<file path="src/hdl/sdd_pkg.sv">
`timescale 1ns / 1ps
`default_nettype none
// ---------------------------------------------------------------------------
// sdd_pkg
// Shared types and constants for the SSE data line deframer.
// ---------------------------------------------------------------------------
package sdd_pkg;

  localparam int OUT_W = 32;
  localparam int QDEPTH = 4;
  localparam int QPTR_W = $clog2(QDEPTH);

  localparam logic [7:0] CH_CR = 8'h0D;
  localparam logic [7:0] CH_LF = 8'h0A;
  localparam logic [7:0] CH_SPACE = 8'h20;

  localparam logic KIND_PAYLOAD = 1'b0;
  localparam logic KIND_EVENT = 1'b1;

  // Work for one accepted byte: up to a payload byte, a newline and a close.
  typedef struct packed {
    logic       pay_en;
    logic [7:0] pay_val;
    logic       nl_en;
    logic       close_en;
  } sdd_op_t;

  function automatic logic [7:0] prefix_char(input logic [2:0] idx);
    logic [7:0] c;
    unique case (idx)
      3'd0: c = 8'h64;  // d
      3'd1: c = 8'h61;  // a
      3'd2: c = 8'h74;  // t
      3'd3: c = 8'h61;  // a
      3'd4: c = 8'h3A;  // :
      default: c = 8'h00;
    endcase
    return c;
  endfunction

endpackage
`default_nettype wire

</file>
<file path="src/hdl/sse_data_line_deframer.sv">
`timescale 1ns / 1ps
`default_nettype none
// ---------------------------------------------------------------------------
// sse_data_line_deframer
// Extracts "data:" line payload from an SSE body and reports event closes.
// A byte's results are queued, then registered. One byte per cycle is taken
// while the queue has room; the result sequencer sends a byte's k results
// one per cycle out of its register unless out_ready is low. A 4-entry
// queue absorbs these bursts. Reset is synchronous, active low; it clears
// line state and counts and leaves the parser enabled.
// ---------------------------------------------------------------------------
module sse_data_line_deframer
  import sdd_pkg::*;
#(
  parameter int COUNT_BITS = 32
) (
  input  wire logic             clk,
  input  wire logic             rst_n,
  input  wire logic             in_valid,
  output logic                  in_ready,
  input  wire logic [7:0]       in_body_byte,
  input  wire logic             in_end_of_body,
  input  wire logic             cfg_valid,
  output logic                  cfg_ready,
  input  wire logic             cfg_parser_enabled,
  output logic                  out_valid,
  input  wire logic             out_ready,
  output logic                  out_result_kind,
  output logic [7:0]            out_payload_value,
  output logic [OUT_W-1:0]      out_closed_event_length,
  output logic [OUT_W-1:0]      out_events_seen,
  output logic [OUT_W-1:0]      out_payload_total,
  output logic                  out_run_last
);

  localparam int QW = $bits(sdd_op_t) + COUNT_BITS;

  logic                  q_full, q_empty, q_push, q_pop;
  sdd_op_t               push_op, head_op;
  logic [COUNT_BITS-1:0] push_len, head_len;
  logic [QW-1:0]         head_data;

  sdd_front #(.COUNT_BITS(COUNT_BITS)) u_front (
    .clk                (clk),
    .rst_n              (rst_n),
    .in_valid           (in_valid),
    .in_ready           (in_ready),
    .in_body_byte       (in_body_byte),
    .in_end_of_body     (in_end_of_body),
    .cfg_valid          (cfg_valid),
    .cfg_ready          (cfg_ready),
    .cfg_parser_enabled (cfg_parser_enabled),
    .q_full             (q_full),
    .q_push             (q_push),
    .q_op               (push_op),
    .q_len              (push_len)
  );

  sdd_queue #(.W(QW)) u_queue (
    .clk       (clk),
    .rst_n     (rst_n),
    .push      (q_push),
    .push_data ({push_op, push_len}),
    .pop       (q_pop),
    .head_data (head_data),
    .full      (q_full),
    .empty     (q_empty)
  );

  assign head_op  = head_data[QW-1:COUNT_BITS];
  assign head_len = head_data[COUNT_BITS-1:0];

  sdd_back #(.COUNT_BITS(COUNT_BITS)) u_back (
    .clk                     (clk),
    .rst_n                   (rst_n),
    .head_op                 (head_op),
    .head_len                (head_len),
    .q_empty                 (q_empty),
    .q_pop                   (q_pop),
    .out_valid               (out_valid),
    .out_ready               (out_ready),
    .out_result_kind         (out_result_kind),
    .out_payload_value       (out_payload_value),
    .out_closed_event_length (out_closed_event_length),
    .out_events_seen         (out_events_seen),
    .out_payload_total       (out_payload_total),
    .out_run_last            (out_run_last)
  );

endmodule
`default_nettype wire

</file>
<file path="src/hdl/sdd_front.sv">
`timescale 1ns / 1ps
`default_nettype none
// ---------------------------------------------------------------------------
// sdd_front
// Line scanner: classifies each body byte and queues the work it causes.
// ---------------------------------------------------------------------------
module sdd_front
  import sdd_pkg::*;
#(
  parameter int COUNT_BITS = 32
) (
  input  wire logic                  clk,
  input  wire logic                  rst_n,
  input  wire logic                  in_valid,
  output logic                       in_ready,
  input  wire logic [7:0]            in_body_byte,
  input  wire logic                  in_end_of_body,
  input  wire logic                  cfg_valid,
  output logic                       cfg_ready,
  input  wire logic                  cfg_parser_enabled,
  input  wire logic                  q_full,
  output logic                       q_push,
  output sdd_op_t                    q_op,
  output logic [COUNT_BITS-1:0]      q_len
);

  localparam int SUM_W = COUNT_BITS + 1;

  typedef enum logic [3:0] {
    PH_START       = 4'd0,
    PH_D1          = 4'd1,
    PH_D2          = 4'd2,
    PH_D3          = 4'd3,
    PH_D4          = 4'd4,
    PH_PREFIX_DONE = 4'd5,
    PH_PAYLOAD     = 4'd6,
    PH_SKIP        = 4'd7,
    PH_AFTER_CR    = 4'd8,
    PH_AFTER_LF    = 4'd9
  } phase_t;

  phase_t                phase_r, phase_nxt;
  logic                  lhp_r, lhp_nxt, lhp_mid;
  logic [COUNT_BITS-1:0] len_r, len_nxt, len_after;
  logic [SUM_W-1:0]      len_sum;
  logic                  enabled_r;

  logic       accept, take;
  logic       is_cr, is_lf, is_break, paired, line_start;
  logic       pay_en, nl_en, close_brk, close_cond, close_en;
  logic [7:0] pay_val;

  assign in_ready  = !q_full;
  assign cfg_ready = 1'b1;
  assign accept    = in_valid && in_ready;
  assign take      = accept && enabled_r;

  assign is_cr      = (in_body_byte == CH_CR);
  assign is_lf      = (in_body_byte == CH_LF);
  assign is_break   = is_cr || is_lf;
  assign paired     = ((phase_r == PH_AFTER_CR) && is_lf) ||
                      ((phase_r == PH_AFTER_LF) && is_cr);
  assign line_start = (phase_r == PH_START) || (phase_r == PH_AFTER_CR) ||
                      (phase_r == PH_AFTER_LF);

  always_comb begin
    phase_nxt = phase_r;
    lhp_mid   = lhp_r;
    pay_en    = 1'b0;
    pay_val   = in_body_byte;
    close_brk = 1'b0;
    if (is_break) begin
      if (paired) begin
        phase_nxt = PH_START;
      end else begin
        if (line_start) begin
          close_brk = 1'b1;
        end else if (((phase_r == PH_PREFIX_DONE) || (phase_r == PH_PAYLOAD)) && lhp_r) begin
          pay_en  = 1'b1;
          pay_val = CH_LF;
        end
        phase_nxt = is_cr ? PH_AFTER_CR : PH_AFTER_LF;
        lhp_mid   = 1'b0;
      end
    end else begin
      unique case (phase_r) inside
        PH_D1, PH_D2, PH_D3, PH_D4: begin
          phase_nxt = (in_body_byte == prefix_char(phase_r[2:0])) ?
                      phase_t'(phase_r + 4'd1) : PH_SKIP;
        end
        PH_PREFIX_DONE: begin
          if (in_body_byte != CH_SPACE) begin
            pay_en  = 1'b1;
            lhp_mid = 1'b1;
          end
          phase_nxt = PH_PAYLOAD;
        end
        PH_PAYLOAD: begin
          pay_en  = 1'b1;
          lhp_mid = 1'b1;
        end
        PH_SKIP: begin
          phase_nxt = PH_SKIP;
        end
        default: begin
          phase_nxt = (in_body_byte == prefix_char(3'd0)) ? PH_D1 : PH_SKIP;
          lhp_mid   = 1'b0;
        end
      endcase
    end

    nl_en      = in_end_of_body && !is_break && lhp_mid;
    close_cond = close_brk || in_end_of_body;
    len_sum    = {1'b0, len_r} + SUM_W'(pay_en) + SUM_W'(nl_en);
    len_after  = len_sum[COUNT_BITS] ? '1 : len_sum[COUNT_BITS-1:0];
    close_en   = close_cond && (len_after != '0);
    len_nxt    = close_cond ? '0 : len_after;
    lhp_nxt    = lhp_mid;
    if (in_end_of_body) begin
      phase_nxt = PH_START;
      lhp_nxt   = 1'b0;
    end
  end

  assign q_push         = take && (pay_en || nl_en || close_en);
  assign q_op.pay_en    = pay_en;
  assign q_op.pay_val   = pay_val;
  assign q_op.nl_en     = nl_en;
  assign q_op.close_en  = close_en;
  assign q_len          = len_after;

  always_ff @(posedge clk) begin
    if (!rst_n) begin
      phase_r   <= PH_START;
      lhp_r     <= 1'b0;
      len_r     <= '0;
      enabled_r <= 1'b1;
    end else begin
      if (cfg_valid) begin
        enabled_r <= cfg_parser_enabled;
      end
      if (take) begin
        phase_r <= phase_nxt;
        lhp_r   <= lhp_nxt;
        len_r   <= len_nxt;
      end
    end
  end

endmodule
`default_nettype wire

</file>
<file path="src/hdl/sdd_queue.sv">
`timescale 1ns / 1ps
`default_nettype none
// ---------------------------------------------------------------------------
// sdd_queue
// Short FIFO that decouples the line scanner from the result sequencer.
// ---------------------------------------------------------------------------
module sdd_queue
  import sdd_pkg::*;
#(
  parameter int W = 43
) (
  input  wire logic         clk,
  input  wire logic         rst_n,
  input  wire logic         push,
  input  wire logic [W-1:0] push_data,
  input  wire logic         pop,
  output logic [W-1:0]      head_data,
  output logic              full,
  output logic              empty
);

  logic [W-1:0]      mem_r [QDEPTH];
  logic [QPTR_W-1:0] wr_r, rd_r;
  logic [QPTR_W:0]   cnt_r;

  assign full      = (cnt_r == (QPTR_W+1)'(QDEPTH));
  assign empty     = (cnt_r == '0);
  assign head_data = mem_r[rd_r];

  always_ff @(posedge clk) begin
    if (push) begin
      mem_r[wr_r] <= push_data;
    end
  end

  always_ff @(posedge clk) begin
    if (!rst_n) begin
      wr_r  <= '0;
      rd_r  <= '0;
      cnt_r <= '0;
    end else begin
      if (push) begin
        wr_r <= wr_r + 1'b1;
      end
      if (pop) begin
        rd_r <= rd_r + 1'b1;
      end
      if (push && !pop) begin
        cnt_r <= cnt_r + 1'b1;
      end else if (pop && !push) begin
        cnt_r <= cnt_r - 1'b1;
      end
    end
  end

endmodule
`default_nettype wire

</file>
<file path="src/hdl/sdd_back.sv">
`timescale 1ns / 1ps
`default_nettype none
// ---------------------------------------------------------------------------
// sdd_back
// Result sequencer: expands queued work into results, keeps event counts.
// ---------------------------------------------------------------------------
module sdd_back
  import sdd_pkg::*;
#(
  parameter int COUNT_BITS = 32
) (
  input  wire logic                  clk,
  input  wire logic                  rst_n,
  input  wire sdd_op_t               head_op,
  input  wire logic [COUNT_BITS-1:0] head_len,
  input  wire logic                  q_empty,
  output logic                       q_pop,
  output logic                       out_valid,
  input  wire logic                  out_ready,
  output logic                       out_result_kind,
  output logic [7:0]                 out_payload_value,
  output logic [OUT_W-1:0]           out_closed_event_length,
  output logic [OUT_W-1:0]           out_events_seen,
  output logic [OUT_W-1:0]           out_payload_total,
  output logic                       out_run_last
);

  localparam int SUM_W = COUNT_BITS + 1;

  logic                  out_valid_r;
  logic [2:0]            done_r;
  logic [COUNT_BITS-1:0] ev_r, tot_r, ev_inc, tot_inc;
  logic [SUM_W-1:0]      ev_sum, tot_sum;
  logic [2:0]            flags, pending, sel, rest;
  logic                  load;

  logic                  kind_r, last_r;
  logic [7:0]            val_r;
  logic [OUT_W-1:0]      clen_r, evs_r, tots_r;

  assign flags   = {head_op.close_en, head_op.nl_en, head_op.pay_en};
  assign pending = flags & ~done_r;
  assign sel     = pending & (~pending + 3'd1);
  assign rest    = pending & ~sel;
  assign load    = !q_empty && (!out_valid_r || out_ready);
  assign q_pop   = load && (rest == '0);

  assign ev_sum  = {1'b0, ev_r} + SUM_W'(1);
  assign tot_sum = {1'b0, tot_r} + {1'b0, head_len};
  assign ev_inc  = ev_sum[COUNT_BITS] ? '1 : ev_sum[COUNT_BITS-1:0];
  assign tot_inc = tot_sum[COUNT_BITS] ? '1 : tot_sum[COUNT_BITS-1:0];

  always_ff @(posedge clk) begin
    if (!rst_n) begin
      out_valid_r <= 1'b0;
      done_r      <= '0;
      ev_r        <= '0;
      tot_r       <= '0;
    end else begin
      if (load) begin
        out_valid_r <= 1'b1;
        done_r      <= (rest == '0) ? 3'b000 : (done_r | sel);
        if (sel[2]) begin
          ev_r  <= ev_inc;
          tot_r <= tot_inc;
        end
      end else if (out_ready) begin
        out_valid_r <= 1'b0;
      end
    end
  end

  always_ff @(posedge clk) begin
    if (load) begin
      kind_r <= sel[2] ? KIND_EVENT : KIND_PAYLOAD;
      val_r  <= sel[0] ? head_op.pay_val : (sel[1] ? CH_LF : 8'h00);
      clen_r <= sel[2] ? OUT_W'(head_len) : '0;
      evs_r  <= sel[2] ? OUT_W'(ev_inc) : OUT_W'(ev_r);
      tots_r <= sel[2] ? OUT_W'(tot_inc) : OUT_W'(tot_r);
      last_r <= (rest == '0);
    end
  end

  assign out_valid               = out_valid_r;
  assign out_result_kind         = kind_r;
  assign out_payload_value       = val_r;
  assign out_closed_event_length = clen_r;
  assign out_events_seen         = evs_r;
  assign out_payload_total       = tots_r;
  assign out_run_last            = last_r;

endmodule
`default_nettype wire
</file>
<file path="config.mk">
export PLATFORM = sky130hd
export DESIGN_NAME = sse_data_line_deframer
export DESIGN_NICKNAME = d
export VERILOG_FILES = /design/src/hdl/sdd_pkg.sv /design/src/hdl/sse_data_line_deframer.sv /design/src/hdl/sdd_front.sv /design/src/hdl/sdd_queue.sv /design/src/hdl/sdd_back.sv
export SDC_FILE = /design/constraint.sdc
export NUM_CORES = 1
export LEC_CHECK = 0
export BUFFER_PORTS_ARGS = -buffer_cell sky130_fd_sc_hd__buf_4
export CAP_MARGIN = 20
export CORE_ASPECT_RATIO = 1.5
export CORE_MARGIN = 4
export CORE_UTILIZATION = 52
export DETAILED_ROUTE_END_ITERATION = 8
export GPL_TIMING_DRIVEN = 0
export PLACE_DENSITY = 0.75
export REMOVE_ABC_BUFFERS = 1
export SLEW_MARGIN = 20
export SYNTH_ARGS = -nofsm -noshare
export SYNTH_HDL_FRONTEND = slang
export SYNTH_HIERARCHICAL = 1
export SYNTH_SLANG_ARGS = --single-unit
</file>
<file path="constraint.sdc">
create_clock -name clk -period 6.1 [get_ports clk]
set_input_delay 0.305 -clock clk [delete_from_list [all_inputs] [get_ports clk]]
set_output_delay 0.305 -clock clk [all_outputs]
set_load 0.02 [all_outputs]
</file>
==> results.yml <==
status:
  outcome: "finished clean"
sta:
  clock.fmax_ghz: 0.174
  slew_violations: 0
  timing.final.crit_share_pct: 94.0
  timing.slew.headroom_pct: 39.5
  period_needed_ns: 5.73
  skew_ns: 0.0153
  holdWs_ns: 0.0217
  rsz0062_at_grt: "no"
  setup_viol: 0
  tightest_slew_ns: 0.908
  hold_viol_final: 0
synthesis:
  ys.flop_type: "edfxtp_1"
  synth_seq_cells: 393
  synth_seq_area_share_pct: 56.9
  synthTopCellsByArea: "edfxtp_1, dfxtp_1, mux4_2"
  yosysWarnings: 6
  async_flop_share_pct: 0
  syn_avg_cell_area_sq_um: 12.6
  syn_inst: 1487
  synth_top_area_share_pct: 44.6
  synth_cell_types: 93
  synth-edff-count: 278
  netlist.top_cell.by_area: "edfxtp_1"
  syn-cell-area_sq_um: 18700
pwr:
  power.leakage_nw: 7.93
  p_total_mw: 8.78
  cellPowerDensity_nw_per_um2: 415
  ir_drop_mv: 0.353
clock_tree:
  htree_levels: 2
  cts_tree: "done"
  cts_buffer_depth: 3
  numCtsBuffers: 36
  clock_sinks: 393
  clockRootBuffer: "clkbuf_16"
  clkTransAtPathRegs_ns: 0.06
  clk_latency_ns: 0.53
critical_path:
  reg2reg_depth: 24
  worstPathBufferInverterCount: 3
  cp.arrival_ns: 6.19
  worstPathCellList: "inv_1 -> ha_2 -> nor2b_1 -> nor3_2 -> o21a_1 -> o21ai_0 -> o21ai_0 -> nand3_1 -> fa_2 -> inv_1 -> ha_1 -> nand3_2 -> nor3_2 -> and3_1 -> mux2_2 -> a2111o_1 -> nor4_4 -> a21oi_2 -> ha_1 -> inv_1 -> fa_1 -> xor2_1 -> or3_1 -> a21boi_0"
  r2r_start: "u_front/phase_r[0]"
  max_stage_delay_ns: 0.45
  critPathRequiredTime_ns: 6.55
  start_kind: "register"
  critPathSlowestCell: "fa_2"
  end_kind: "register"
  cp_max_fo: 10
  rr_endpoint: "u_queue/cnt_r[2]"
  worst-setup-path-type: "register to register"
  cp_top_family: "simple AND/OR/NAND/NOR gates"
  r2r_setup_slack_ns: 0.37
  cp_common_cell: "inv_1"
route:
  wl_per_cell_um: 18.6
  first_pass_iters: 5
  ant_nets: 0
  wirelength_um: 38400
  vias: 12300
  drt_iter0_markers: 587
  vias_per_cell: 5.96
  drcViolationCount: 0
floorplanning:
  fp-row-count: 84
  io_pins: 124
  initial_core_util_pct: 53.0
  core_region_area_sq_um: 35300
  die_w_um: 163
  die-area_sq_um: 39100
  die_h_um: 240
cells_and_area:
  final_cell_area_sq_um: 21200
  synthToLayoutAreaGrowth_pct: 13.3
  nNetsFinal: 1622
  layout_common_cells: "edfxtp_1, buf_4, dfxtp_1"
  instances_no_fill: 2061
  antenna_cells: 0
  layout-drive-gt1-share_pct: 18.6
  final_core_util_pct: 60.0
  fillers: 2762
  mostFrequentLayoutCell: "edfxtp_1"
flow_run:
  cap_violations: 0
placement:
  gp_congestion: 0.888
  dp_hpwl_um: 25900
  place_inst: 1993
  dpl_cell_area_sq_um: 20000
  portBuffers: 122
hold_path:
  hold_path_class: "input port to register"
  hold_depth: 3
  holdCritStartpoint: "cfg_valid"
  hold-path-endpoint: "u_front/enabled_r"
global_routing:
  grt_max_degree: 87
  overflow: 0
  grt_pass1_wl_um: 61900
  antenna_found_initial: 0
  grt_usage_pct: 19.2
  first_global_vias: 12300
[power by group]
part	internal, mW	total, mW	switching [mW]
sequential	3.46	3.66	0.204
clock	1.23	2.18	0.957
combinational	1.14	2.94	1.80
[cells in the mapped netlist, drive strengths merged (32+ instances only)]
cell and n:
edfxtp 278, o21ai 48, clkbuf 57, xnor2 55
a22oi 35, nor2 48, dfxtp 115, nor2b 47
xor2 37, nand3 48, a21oi 67, o221a 32
buf 41, o22a 32, ha 44, mux4 43
nand2 112, and2 56
[worst max-delay path by stage]
stage / start / to / slack (ns) / depth (start not counted)
final: u_front/phase_r[0] / u_queue/cnt_r[2] / 0.37 / 24
after global routing: u_front/phase_r[0] / u_queue/cnt_r[2] / 0.03 / 24
after CTS: u_front/phase_r[0] / u_queue/cnt_r[2] / 0.03 / 24
after detailed placement: u_front/phase_r[0] / u_queue/cnt_r[2] / -0.44 / 24
after global placement: u_queue/cnt_r[0] / u_back/tot_r[24] / -2.56 / 5
after floorplan: register / u_back/tot_r[23] / 0.51 / 10
[metrics by stage]
| stage | worst slack, ns | TNS [ns] |
|---|---|---|
| after floorplan | 0.511 | 0 |
| after global placement | -2.56 | -309.76 |
| after detailed placement | -0.444 | -20.77 |
| after CTS | 0.0298 | 0 |
| after global routing | 0.0302 | 0 |
| final | 0.366 | 0 |
[routing by layer]
layer | track usage [%] | routed length (um)
met4 | 6.84 | 1040
met2 | 36.3 | 20800
met3 | 2.57 | 1540
met5 | 0 | 0
met1 | 22.2 | 15000
[tightest hold or removal path: stages]
cell	delay, ns
buf_4	0.08
mux2i_1	0.07
nand2_1	0.06
[kinds of logic after synthesis]
kind of cell	after synthesis	share of synthesized area, %
compound gates	325	12.9
flops	393	56.9
xor+xnor	92	4.31
simple gates	447	13.4
other cells	1	0.0200
mux	53	5.83
fa+ha+maj	47	3.26
buf+inv	129	3.36
[state kept, by name, indices dropped and copies added (netlist names), 2 cells and up, named ones only]
register / cells
u_back/out_events_seen: 32
u_back/tot_r: 32
u_back/done_r: 3
u_front/len_r: 32
u_back/out_payload_total: 32
u_queue/cnt_r: 3
u_front/phase_r: 4
u_queue/wr_r: 2
u_queue/mem_r: 172
u_back/out_payload_value: 8
u_back/out_closed_event_length: 32
u_queue/rd_r: 2
u_back/ev_r: 32
[layout make-up]
type / count / area, sq um / share of cell area, %
Sequential cell: 393 / 10700 / 50.3
Multi-Input combinational cell: 965 / 7530 / 35.6
Timing Repair Buffer: 133 / 1120 / 5.30
Clock buffer: 45 / 1010 / 4.75
Tap cell: 473 / 592 / 2.79
Clock inverter: 21 / 153 / 0.720
Inverter: 31 / 121 / 0.573
[what timing repair did]
item                                    CTS  global route
pin swaps                                 0             1
endpoints found under the hold margin     1             0
resized for setup                         4             7
endpoints found under the setup margin  175             3
hold buffers                              1             0
buffers inserted                          0             1
Power figures use the tool's default switching activity.
